### config.mk
export PLATFORM = sky130hd
export DESIGN_NAME = swr_mod
export DESIGN_NICKNAME = d
export VERILOG_FILES = /design/src/hdl/swr_pkg.sv /design/src/hdl/swr_mod.sv
export SDC_FILE = /design/constraint.sdc
export NUM_CORES = 1
export LEC_CHECK = 0
export ABC_AREA = 1
export BUFFER_PORTS_ARGS = -buffer_cell sky130_fd_sc_hd__buf_2
export CAP_MARGIN = 20
export CORE_MARGIN = 2
export CORE_UTILIZATION = 56
export CTS_CLUSTER_DIAMETER = 100
export DETAILED_ROUTE_END_ITERATION = 8
export PLACE_DENSITY = 0.8
export SETUP_SLACK_MARGIN = 0.2
export SKIP_LAST_GASP = 1
export SYNTH_ARGS = -nofsm -noshare
export SYNTH_HDL_FRONTEND = slang
export SYNTH_SLANG_ARGS = --single-unit
### constraint.sdc
create_clock -name clk_i -period 2.1 [get_ports clk_i]
set_input_delay 0 -clock clk_i [delete_from_list [all_inputs] [get_ports clk_i]]
set_output_delay 0 -clock clk_i [all_outputs]
set_load 0.02 [all_outputs]
### src/hdl/swr_pkg.sv
`timescale 1ns / 1ps
package swr_pkg;

  localparam int unsigned WORD_W    = 32;
  localparam int unsigned AMT_W     = 31;
  localparam int unsigned OP_W      = 3;
  localparam int unsigned ST_W      = 2;
  localparam int unsigned FILL_W    = 8;
  localparam int unsigned DEPTH_DEF = 128;

  typedef logic [WORD_W-1:0] word_t;

  localparam logic [OP_W-1:0] OP_PUSH    = 3'd0;
  localparam logic [OP_W-1:0] OP_POP     = 3'd1;
  localparam logic [OP_W-1:0] OP_PEEK    = 3'd2;
  localparam logic [OP_W-1:0] OP_ROT_B2T = 3'd3;
  localparam logic [OP_W-1:0] OP_ROT_T2B = 3'd4;

  localparam logic [ST_W-1:0] ST_OK       = 2'd0;
  localparam logic [ST_W-1:0] ST_OVERFLOW = 2'd1;
  localparam logic [ST_W-1:0] ST_EMPTY    = 2'd2;

  localparam word_t WORD_FAIL = '1;

  typedef enum logic [1:0] {
    CELL_HOLD,
    CELL_DOWN,
    CELL_UP
  } cell_mode_e;

  typedef struct packed {
    cell_mode_e mode;
    logic       wrap_en;
  } cell_ctrl_t;

endpackage

### src/hdl/swr_mod.sv
`timescale 1ns / 1ps
module swr_mod #(
  parameter int unsigned CW = 8
) (
  input  logic                      clk_i,
  input  logic                      rst_ni,
  input  logic                      start_i,
  input  logic [swr_pkg::AMT_W-1:0] dividend_i,
  input  logic [CW-1:0]             divisor_i,
  output logic                      done_o,
  output logic [CW-1:0]             rem_o
);
  import swr_pkg::*;

  localparam int unsigned BW = $clog2(AMT_W);

  logic             run_q, done_q;
  logic [BW-1:0]    cnt_q;
  logic [AMT_W-1:0] a_q;
  logic [CW-1:0]    r_q, r_d, div_q;
  logic [CW:0]      trial;

  // restoring remainder, one dividend bit per cycle
  always_comb begin
    trial = {r_q, a_q[AMT_W-1]};
    if (trial >= {1'b0, div_q}) begin
      r_d = CW'(trial - {1'b0, div_q});
    end else begin
      r_d = trial[CW-1:0];
    end
  end

  always_ff @(posedge clk_i or negedge rst_ni) begin
    if (!rst_ni) begin
      run_q  <= 1'b0;
      done_q <= 1'b0;
      cnt_q  <= '0;
      a_q    <= '0;
      r_q    <= '0;
      div_q  <= '0;
    end else begin
      done_q <= 1'b0;
      if (start_i) begin
        run_q <= 1'b1;
        cnt_q <= BW'(AMT_W - 1);
        a_q   <= dividend_i;
        r_q   <= '0;
        div_q <= divisor_i;
      end else if (run_q) begin
        r_q <= r_d;
        a_q <= {a_q[AMT_W-2:0], 1'b0};
        if (cnt_q == '0) begin
          run_q  <= 1'b0;
          done_q <= 1'b1;
        end else begin
          cnt_q <= cnt_q - 1'b1;
        end
      end
    end
  end

  assign done_o = done_q;
  assign rem_o  = r_q;

endmodule

==> impl_metrics.ini <==
[status]
status = finished, final reports clean

[clocking]
clock-sinks = 54
cts_root_buf = clkbuf_8
clock_path_buffers = 2
htreeDepth = 2
cts_buffers = 5
cts_tree = built
clk_latency_ns = 0.31
clk_pin_slew_ns = 0.10

[sta]
period_needed_ns = 1.81
worstMarginPinSlew_ns = 0.812
slew_headroom_pct = 45.9
grt_setup_unrepaired = no
tns_ns = 0
min_period_over_period_pct = 86.1
fmax_mhz = 553
hold_ws_ns = 0.132
fin_worst_skew_ns = 0.00990
finalSetupViolations = 0
hold_violations = 0
slew_violations = 0

[critical_path]
path_class = flip-flop to flip-flop
worst-endpoint-arrival_ns = 2.01
worst_setup_path_start_kind = flip-flop
crit_fanout = 9
r2r-end = rem_o[5]$_DFFE_PN0P_
worst_path_max_delay_cell = dfrtp_1
path_cells = ha_1 -> nand2_1 -> nand3b_2 -> nor2_4 -> nor2_4 -> buf_12 -> nand2_8 -> nand2_2 -> nand3_1 -> nand2_1
cp-startpoint = rem_o[0]$_DFFE_PN0P_
worst_setup_path_end_kind = flip-flop
r2r_slack_ns = 0.29
reg2reg_from = rem_o[0]$_DFFE_PN0P_
crit_end = rem_o[5]$_DFFE_PN0P_
ff2ff_path_depth = 10
cp_data_required_time_ns = 2.30
max_stage_delay_ns = 0.43

[grt]
grt_max_degree = 39
grt_pass1_wl_mm = 11.6
track_usage_pct = 24.2
gr-total-overflow = 0
grt_pass1_vias = 2627
antenna_found_initial = 0

[die]
fp.coreArea_um2 = 5110
die-area_um2 = 5920
die_w_um = 77.0
pin_count = 51
die_h_um = 77.0
start_util_pct = 58.4
fp-row-count = 26

[synth]
synth_top_area_share_pct = 45.3
syn_avg_cell_area_um2 = 8.82
yosysWarningCount = 0
syn-cell-area_um2 = 2980
synth_top_cell_by_area = dfrtp_1
synth_cell_types = 34
netlist_instances = 338
ys_ff_latch = 54
synth-seq-area-share_pct = 45.3
yosys-top-cells-area = dfrtp_1, nand2_1, inv_1
synth_fp_nets = 391

[final_layout]
nets = 480
drive_gt1_share_pct = 25.5
final_cell_area_um2 = 3860
stdcell_count = 498
final_common_cell = nand2_1
final_cell_mix = nand2_1, inv_1, dfrtp_1
diodes = 0
syn_to_final_growth_pct = 29.6

[power]
power_density_nw_per_um2 = 930
peakVddDrop_uv = 575
p_leak_nw = 1.96

[place]
finalWeightedCongestion = 0.860
placed_area_um2 = 3260
dp_cells = 448
io_buffer_count = 50
hpwl_mm = 4.10

[routing]
drtAntennaViolNets = 0
drc = 0
vias = 2578
vias_per_cell = 5.18
wl_mm = 6.87
dr.pass1.iters = 4
avgRoutedWirePerCell_um = 13.8
drtIter0Drc = 132

[worst_hold_path]
hp-class = input pin to flip-flop
min_path_cells = 3

[job]
drv_cap = 0
==> synth_stat cells, drive strengths merged <==
library cell  number
a21oi              6
a22oi              1
buf                9
clkbuf             5
dfrtp             54
fa                 1
ha                10
inv               65
nand2             98
nand3             23
nand3b             2
nand4              3
nor2              11
nor3               2
o211ai             1
o21ai             15
o221ai            28
xnor2              2
xor2               2
==> area by class of cell <==
cell class	instances	area, um^2
Fill cell	360	1240
Multi-Input combinational cell	205	1360
Clock buffer	5	68.8
Clock inverter	3	43.8
Inverter	65	244
Tap cell	70	87.6
Timing Repair Buffer	96	708
Sequential cell	54	1350
==> registers in the layout, summed over array words and instances (netlist names) <==
signal / cells
done_o: 1
div_q: 8
cnt_q: 5
rem_o: 8
a_q: 31
run_q: 1
==> routing by layer <==
metal / track usage [%] / vias up / wire (um) / share of wire, %
met1: 30.7 / 1218 / 2920 / 42
li1: - / 1279 / - / -
met5: 0 / - / 0 / 0
met2: 43.1 / 75 / 3590 / 52
met4: 6.55 / 0 / 51 / 0.74
met3: 3.65 / 6 / 306 / 4.5
==> kinds of logic (layout without fill, tap and decap cells) <==
family | count (synthesis) | count (layout) | synth area share, %
AO/OA/AOI/OAI | 51 | 51 | 14.1
XOR/XNOR | 4 | 4 | 1.18
adder cells (fa/ha/maj) | 11 | 11 | 4.87
buffers and inverters | 79 | 169 | 11.3
flip-flops | 54 | 54 | 45.3
AND/OR/NAND/NOR | 139 | 139 | 23.3
==> what timing repair did <==
| action | in CTS | in global routing |
|---|---|---|
| endpoints found under the hold margin | 75 | 0 |
| hold buffers | 40 | 0 |
| gates resized for setup | 0 | 7 |
| setup buffers | 0 | 2 |
| setup endpoints to repair | 0 | 5 |
==> worst min path at each step <==
| stage | slack, ns | start | to |
|---|---|---|---|
| floorplan | -0.30 | rst_ni | a_q[0]$_DFFE_PN0P_ |
| global placement | 0.13 | rst_ni | rem_o[4]$_DFFE_PN0P_ |
| detailed placement | 0.14 | rst_ni | rem_o[4]$_DFFE_PN0P_ |
| CTS | 0.12 | start_i | div_q[4]$_DFFE_PN0P_ |
| global route | 0.17 | start_i | div_q[3]$_DFFE_PN0P_ |
| finish | 0.13 | start_i | div_q[2]$_DFFE_PN0P_ |
==> per-stage QoR <==
step / setup slack (ns) / total power [W] / utilization [%]
detailed placement: 0.296 / 0.00267 / 63.8
floorplan: 0.407 / 0.00238 / -
finish: 0.293 / 0.00359 / 75.6
global route: 0.207 / 0.00384 / 75.6
CTS: 0.272 / 0.00343 / 73.8
global placement: 0.321 / 0.00264 / 63.8
==> worst max-delay path: cells and delay by family, from the launching register on <==
family,cells,cell delay (ns)
adders and majority gates,1,0.35
and+or+nand+nor,8,0.78
buffers and inverters,1,0.14
DFF,1,0.43
==> power breakdown <==
| part | switching, W | internal [W] |
|---|---|---|
| Clock | 0.000346 | 0.000358 |
| Sequential | 0.000112 | 0.00117 |
| Combinational | 0.000923 | 0.000683 |
| Total | 0.00138 | 0.00221 |
No activity file was read; power rests on OpenSTA's default activity.
