$ cat config.mk
export PLATFORM = sky130hd
export DESIGN_NAME = swr_cell
export DESIGN_NICKNAME = d
export VERILOG_FILES = /design/src/hdl/swr_pkg.sv /design/src/hdl/swr_cell.sv
export SDC_FILE = /design/constraint.sdc
export NUM_CORES = 1
export LEC_CHECK = 0
export BUFFER_PORTS_ARGS = -buffer_cell sky130_fd_sc_hd__buf_2
export CAP_MARGIN = 20
export CORE_AREA = 2 2 87 89
export CTS_BUF_LIST = sky130_fd_sc_hd__clkbuf_4 sky130_fd_sc_hd__clkbuf_8
export CTS_CLUSTER_SIZE = 20
export DETAILED_ROUTE_END_ITERATION = 7
export DIE_AREA = 0 0 89 91
export PLACE_DENSITY = 0.66
export SLEW_MARGIN = 0
export SYNTH_ARGS = -nofsm -noshare
export SYNTH_HDL_FRONTEND = slang
export SYNTH_SLANG_ARGS = --single-unit
$ cat constraint.sdc
create_clock -name clk_i -period 1.72 [get_ports clk_i]
set_input_delay 0.172 -clock clk_i [delete_from_list [all_inputs] [get_ports clk_i]]
set_output_delay 0.172 -clock clk_i [all_outputs]
set_load 0.005 [all_outputs]
$ cat src/hdl/swr_pkg.sv
`timescale 1ns / 1ps
package swr_pkg;

  localparam int unsigned WORD_W    = 32;
  localparam int unsigned AMT_W     = 31;
  localparam int unsigned OP_W      = 3;
  localparam int unsigned ST_W      = 2;
  localparam int unsigned FILL_W    = 8;
  localparam int unsigned DEPTH_DEF = 128;

  typedef logic [WORD_W-1:0] word_t;

  localparam logic [OP_W-1:0] OP_PUSH    = 3'd0;
  localparam logic [OP_W-1:0] OP_POP     = 3'd1;
  localparam logic [OP_W-1:0] OP_PEEK    = 3'd2;
  localparam logic [OP_W-1:0] OP_ROT_B2T = 3'd3;
  localparam logic [OP_W-1:0] OP_ROT_T2B = 3'd4;

  localparam logic [ST_W-1:0] ST_OK       = 2'd0;
  localparam logic [ST_W-1:0] ST_OVERFLOW = 2'd1;
  localparam logic [ST_W-1:0] ST_EMPTY    = 2'd2;

  localparam word_t WORD_FAIL = '1;

  typedef enum logic [1:0] {
    CELL_HOLD,
    CELL_DOWN,
    CELL_UP
  } cell_mode_e;

  typedef struct packed {
    cell_mode_e mode;
    logic       wrap_en;
  } cell_ctrl_t;

endpackage

$ cat src/hdl/swr_cell.sv
`timescale 1ns / 1ps
module swr_cell #(
  parameter int unsigned CW  = 8,
  parameter int unsigned IDX = 0
) (
  input  logic               clk_i,
  input  swr_pkg::cell_ctrl_t ctrl_i,
  input  logic [CW-1:0]      last_i,
  input  swr_pkg::word_t     left_i,
  input  swr_pkg::word_t     right_i,
  input  swr_pkg::word_t     wrap_i,
  output swr_pkg::word_t     word_o
);
  import swr_pkg::*;

  word_t word_q, word_d;

  always_comb begin
    word_d = word_q;
    unique case (ctrl_i.mode)
      CELL_DOWN: word_d = left_i;
      CELL_UP: begin
        if (ctrl_i.wrap_en && (last_i == CW'(IDX))) begin
          word_d = wrap_i;
        end else begin
          word_d = right_i;
        end
      end
      default: word_d = word_q;
    endcase
  end

  always_ff @(posedge clk_i) begin
    word_q <= word_d;
  end

  assign word_o = word_q;

endmodule

==> results summary <==
The worst setup slack after layout came out at 131 ps. The net count after synthesis came out at 306. The floorplan has 31 rows. The static power due to leakage is 1.23 nW. For the pin with the worst max-slew slack, the measured transition is 394 ps. The flow ran to the end, and the final reports show no timing, DRC or antenna violations. The area share of the largest cell type after synthesis came out at 46.5%. The synthesis warning total came out at 0.

The min-delay analysis places its worst path in the category primary input to flop. The clock root buffer master is sky130_fd_sc_hd__clkbuf_8. The time the worst path needs with I/O delays and setup came out at 1590 ps. The final number of max-transition violations is 0. The critical path in this run is classified as primary input to flop.

The ratio of routed vias to standard cells is 5.22. The largest total area in the synthesized netlist belongs to sky130_fd_sc_hd__edfxtp_1. The count of unique library cells instantiated by Yosys is 17. The residual DRC count is 0. The overflow left after global routing came out at 0.

The number of endpoints with negative hold slack in the final report is 0. The number of inserted diodes is 0. The buffer levels on the longest clock path came out at 2.

The number of setup buffers added after CTS is 0. The synthesized area per cell came out at 10.5 sq um. The number of clock buffers inserted by TritonCTS is 5. The capturing instance or port of the critical path is word_o[0]. TritonCTS built the clock tree. Along the worst path, the maximum fanout reaches 16. The number of I/O port buffers came out at 139. The arrival time at the worst endpoint came out at 1600 ps. Setup repair after global routing left no endpoint under its margin. The total standard cell area after synthesis came out at 0.00207 sq mm. The peak clock frequency supported by timing is 0.629 GHz.

The die height came out at 91 um. Across the VDD grid, the largest voltage drop is 0.000289 V. The global router's overall resource usage is 16.2%. The worst setup path is launched from a primary input. The via count of the first global-routing pass is 2,166. The final critical path takes up 92.4% of the cycle. Tracing the worst setup path back leads to its startpoint at last_i[6]. The number of enable-type register cells in the synthesized netlist came out at 32. The HPWL reported at the end of detailed placement is 5030 um. The design draws 2.24 mW. The total vias in the final route came out at 2,262. In the synthesized netlist, the number of instances is 197. The worst setup path is captured at a flop. Measured against its own limit, the worst slew margin works out to 73.8%. The number of flip-flops under the largest register name is 32. The number of antenna violations at the first check in global routing came out at 0. The first-pass GRT wire length came out at 10,300 um. The horizontal extent of the die is 89 um. The async set-or-reset flop fraction in the synthesized netlist is 0%. The initial cell density of the core is 29.0%. The required time at the worst-slack endpoint is 1730 ps. The commonest cells after synthesis are sky130_fd_sc_hd__nor2_1 (33), sky130_fd_sc_hd__a31oi_1 (32), sky130_fd_sc_hd__edfxtp_1 (32), sky130_fd_sc_hd__nand4_1 (32), sky130_fd_sc_hd__o31ai_2 (30). By area the synthesized netlist is led by sky130_fd_sc_hd__edfxtp_1 (46%), sky130_fd_sc_hd__o31ai_2 (18%), sky130_fd_sc_hd__a31oi_1 (9.7%). The ratio of cells with drive above 1 in the final layout is 59.9%. The tool flagged a number of max-cap violations equal to 0. The final cell utilization of the core came out at 42.7%.

The top flip-flop cell by instance count after synthesis is sky130_fd_sc_hd__edfxtp_1. The area growth from synthesis to final layout came out at 47.3%. The CTS H-tree depth came out at 2. By instance count, the leading cell after synthesis is sky130_fd_sc_hd__nor2_1.

The clock net sink count is 32. The placement-stage cell area came out at 0.00294 sq mm. Power spread over the standard cell area amounts to 737 mW/mm^2. After clock tree synthesis, the flow added hold-fix buffers numbering 0. The number of synthesized register bits is 32.

The maximum number of pins on one net before global-route repair is 33. The setup-violating endpoint count in the final report is 0. The post-synthesis sequential area ratio came out at 46.5%. The finished layout cell area came out at 0.00304 sq mm.

The number of nets in the final layout came out at 442. The count of pins on the block boundary is 140. The wire length per cell after detailed routing is 15.9 um. The worst slack at placement came out at -165 ps. The final weighted congestion in routability-driven placement is 0.886. The routed wire length is 6910 um. Once the clock tree was built, the resizer swapped 0 gates to a different size. In this run the standard cell core region covers 0.00714 sq mm. The floorplan die area came out at 0.00810 sq mm. Before antenna repair, the detailed router went through 5 iterations. The initial detailed-routing violation count came out at 119. The clock transition at the registers of the reported paths came out at 70 ps. In the final timing run, aggregate negative setup slack is 0 ps. The detail route stage leaves a number of antenna-violating nets equal to 0.
==> critical path: stages <==
cell	delay, ps
sky130_fd_sc_hd__buf_2	100
sky130_fd_sc_hd__or4b_2	680
sky130_fd_sc_hd__buf_4	250
sky130_fd_sc_hd__o31ai_1	260
sky130_fd_sc_hd__a31oi_1	120
==> cells by family (layout without fill, tap and decap cells) <==
logic type	after synthesis	count (layout)	share of synthesized area [%]
AOI/OAI and AO/OA	64	64	28.6
adders and majority gates	1	1	0.605
buffers and inverters	30	167	6.60
DFF	32	32	46.5
and+or+nand+nor	70	70	17.7
==> cell usage in the layout (no fill, tap or decap) <==
cell type / instances
sky130_fd_sc_hd__nor4b_4: 1
sky130_fd_sc_hd__clkbuf_8: 5
sky130_fd_sc_hd__a31oi_1: 32
sky130_fd_sc_hd__nor2_1: 32
sky130_fd_sc_hd__or3_2: 1
sky130_fd_sc_hd__buf_12: 2
sky130_fd_sc_hd__buf_4: 16
sky130_fd_sc_hd__o31ai_1: 2
sky130_fd_sc_hd__bufinv_16: 1
sky130_fd_sc_hd__clkinv_1: 2
sky130_fd_sc_hd__o31ai_2: 30
sky130_fd_sc_hd__nand4_1: 32
sky130_fd_sc_hd__ha_2: 1
sky130_fd_sc_hd__nor2_2: 1
sky130_fd_sc_hd__or4b_2: 1
sky130_fd_sc_hd__buf_2: 139
sky130_fd_sc_hd__edfxtp_1: 32
sky130_fd_sc_hd__nor3_2: 1
sky130_fd_sc_hd__inv_1: 2
sky130_fd_sc_hd__or2_2: 1
==> how the worst min path moves through the flow <==
stage / startpoint / to / slack (ps) / depth (start not counted)
after global routing: left_i[13] / word_o[13] / 230 / 3
final: left_i[24] / word_o[24] / 230 / 3
after global placement: left_i[7] / word_o[7] / 510 / 3
after CTS: left_i[2] / word_o[2] / 220 / 3
after detailed placement: left_i[21] / word_o[21] / 520 / 3
after floorplan: left_i[10] / word_o[10] / 420 / 2
==> metrics by stage <==
stage,std cells,hold WS [ps]
finish,433,235
detailed placement,425,516
global route,433,235
floorplan,197,421
CTS,433,225
global placement,425,514
==> power breakdown <==
group / total (mW) / switching (mW) / internal, mW
Clock: 0.697 / 0.275 / 0.422
Sequential: 1.02 / 0.0274 / 0.994
Combinational: 0.525 / 0.279 / 0.246
Total: 2.24 / 0.582 / 1.66
==> area by class of cell <==
type / count / area (sq um)
well taps: 99 / 124
clock buffers: 5 / 68.8
repair buffers: 157 / 856
inverters: 2 / 7.51
clock inverters: 3 / 37.5
flip-flops and latches: 32 / 961
fillers: 729 / 4090
multi-input cells: 135 / 990
==> metal layers <==
metal	global-route usage [%]	part of all wire (%)
met5	0	0
met4	6.59	1.9
met3	3.36	7.7
met2	27.2	51
met1	19.9	39
Power figures use the tool's default switching activity.
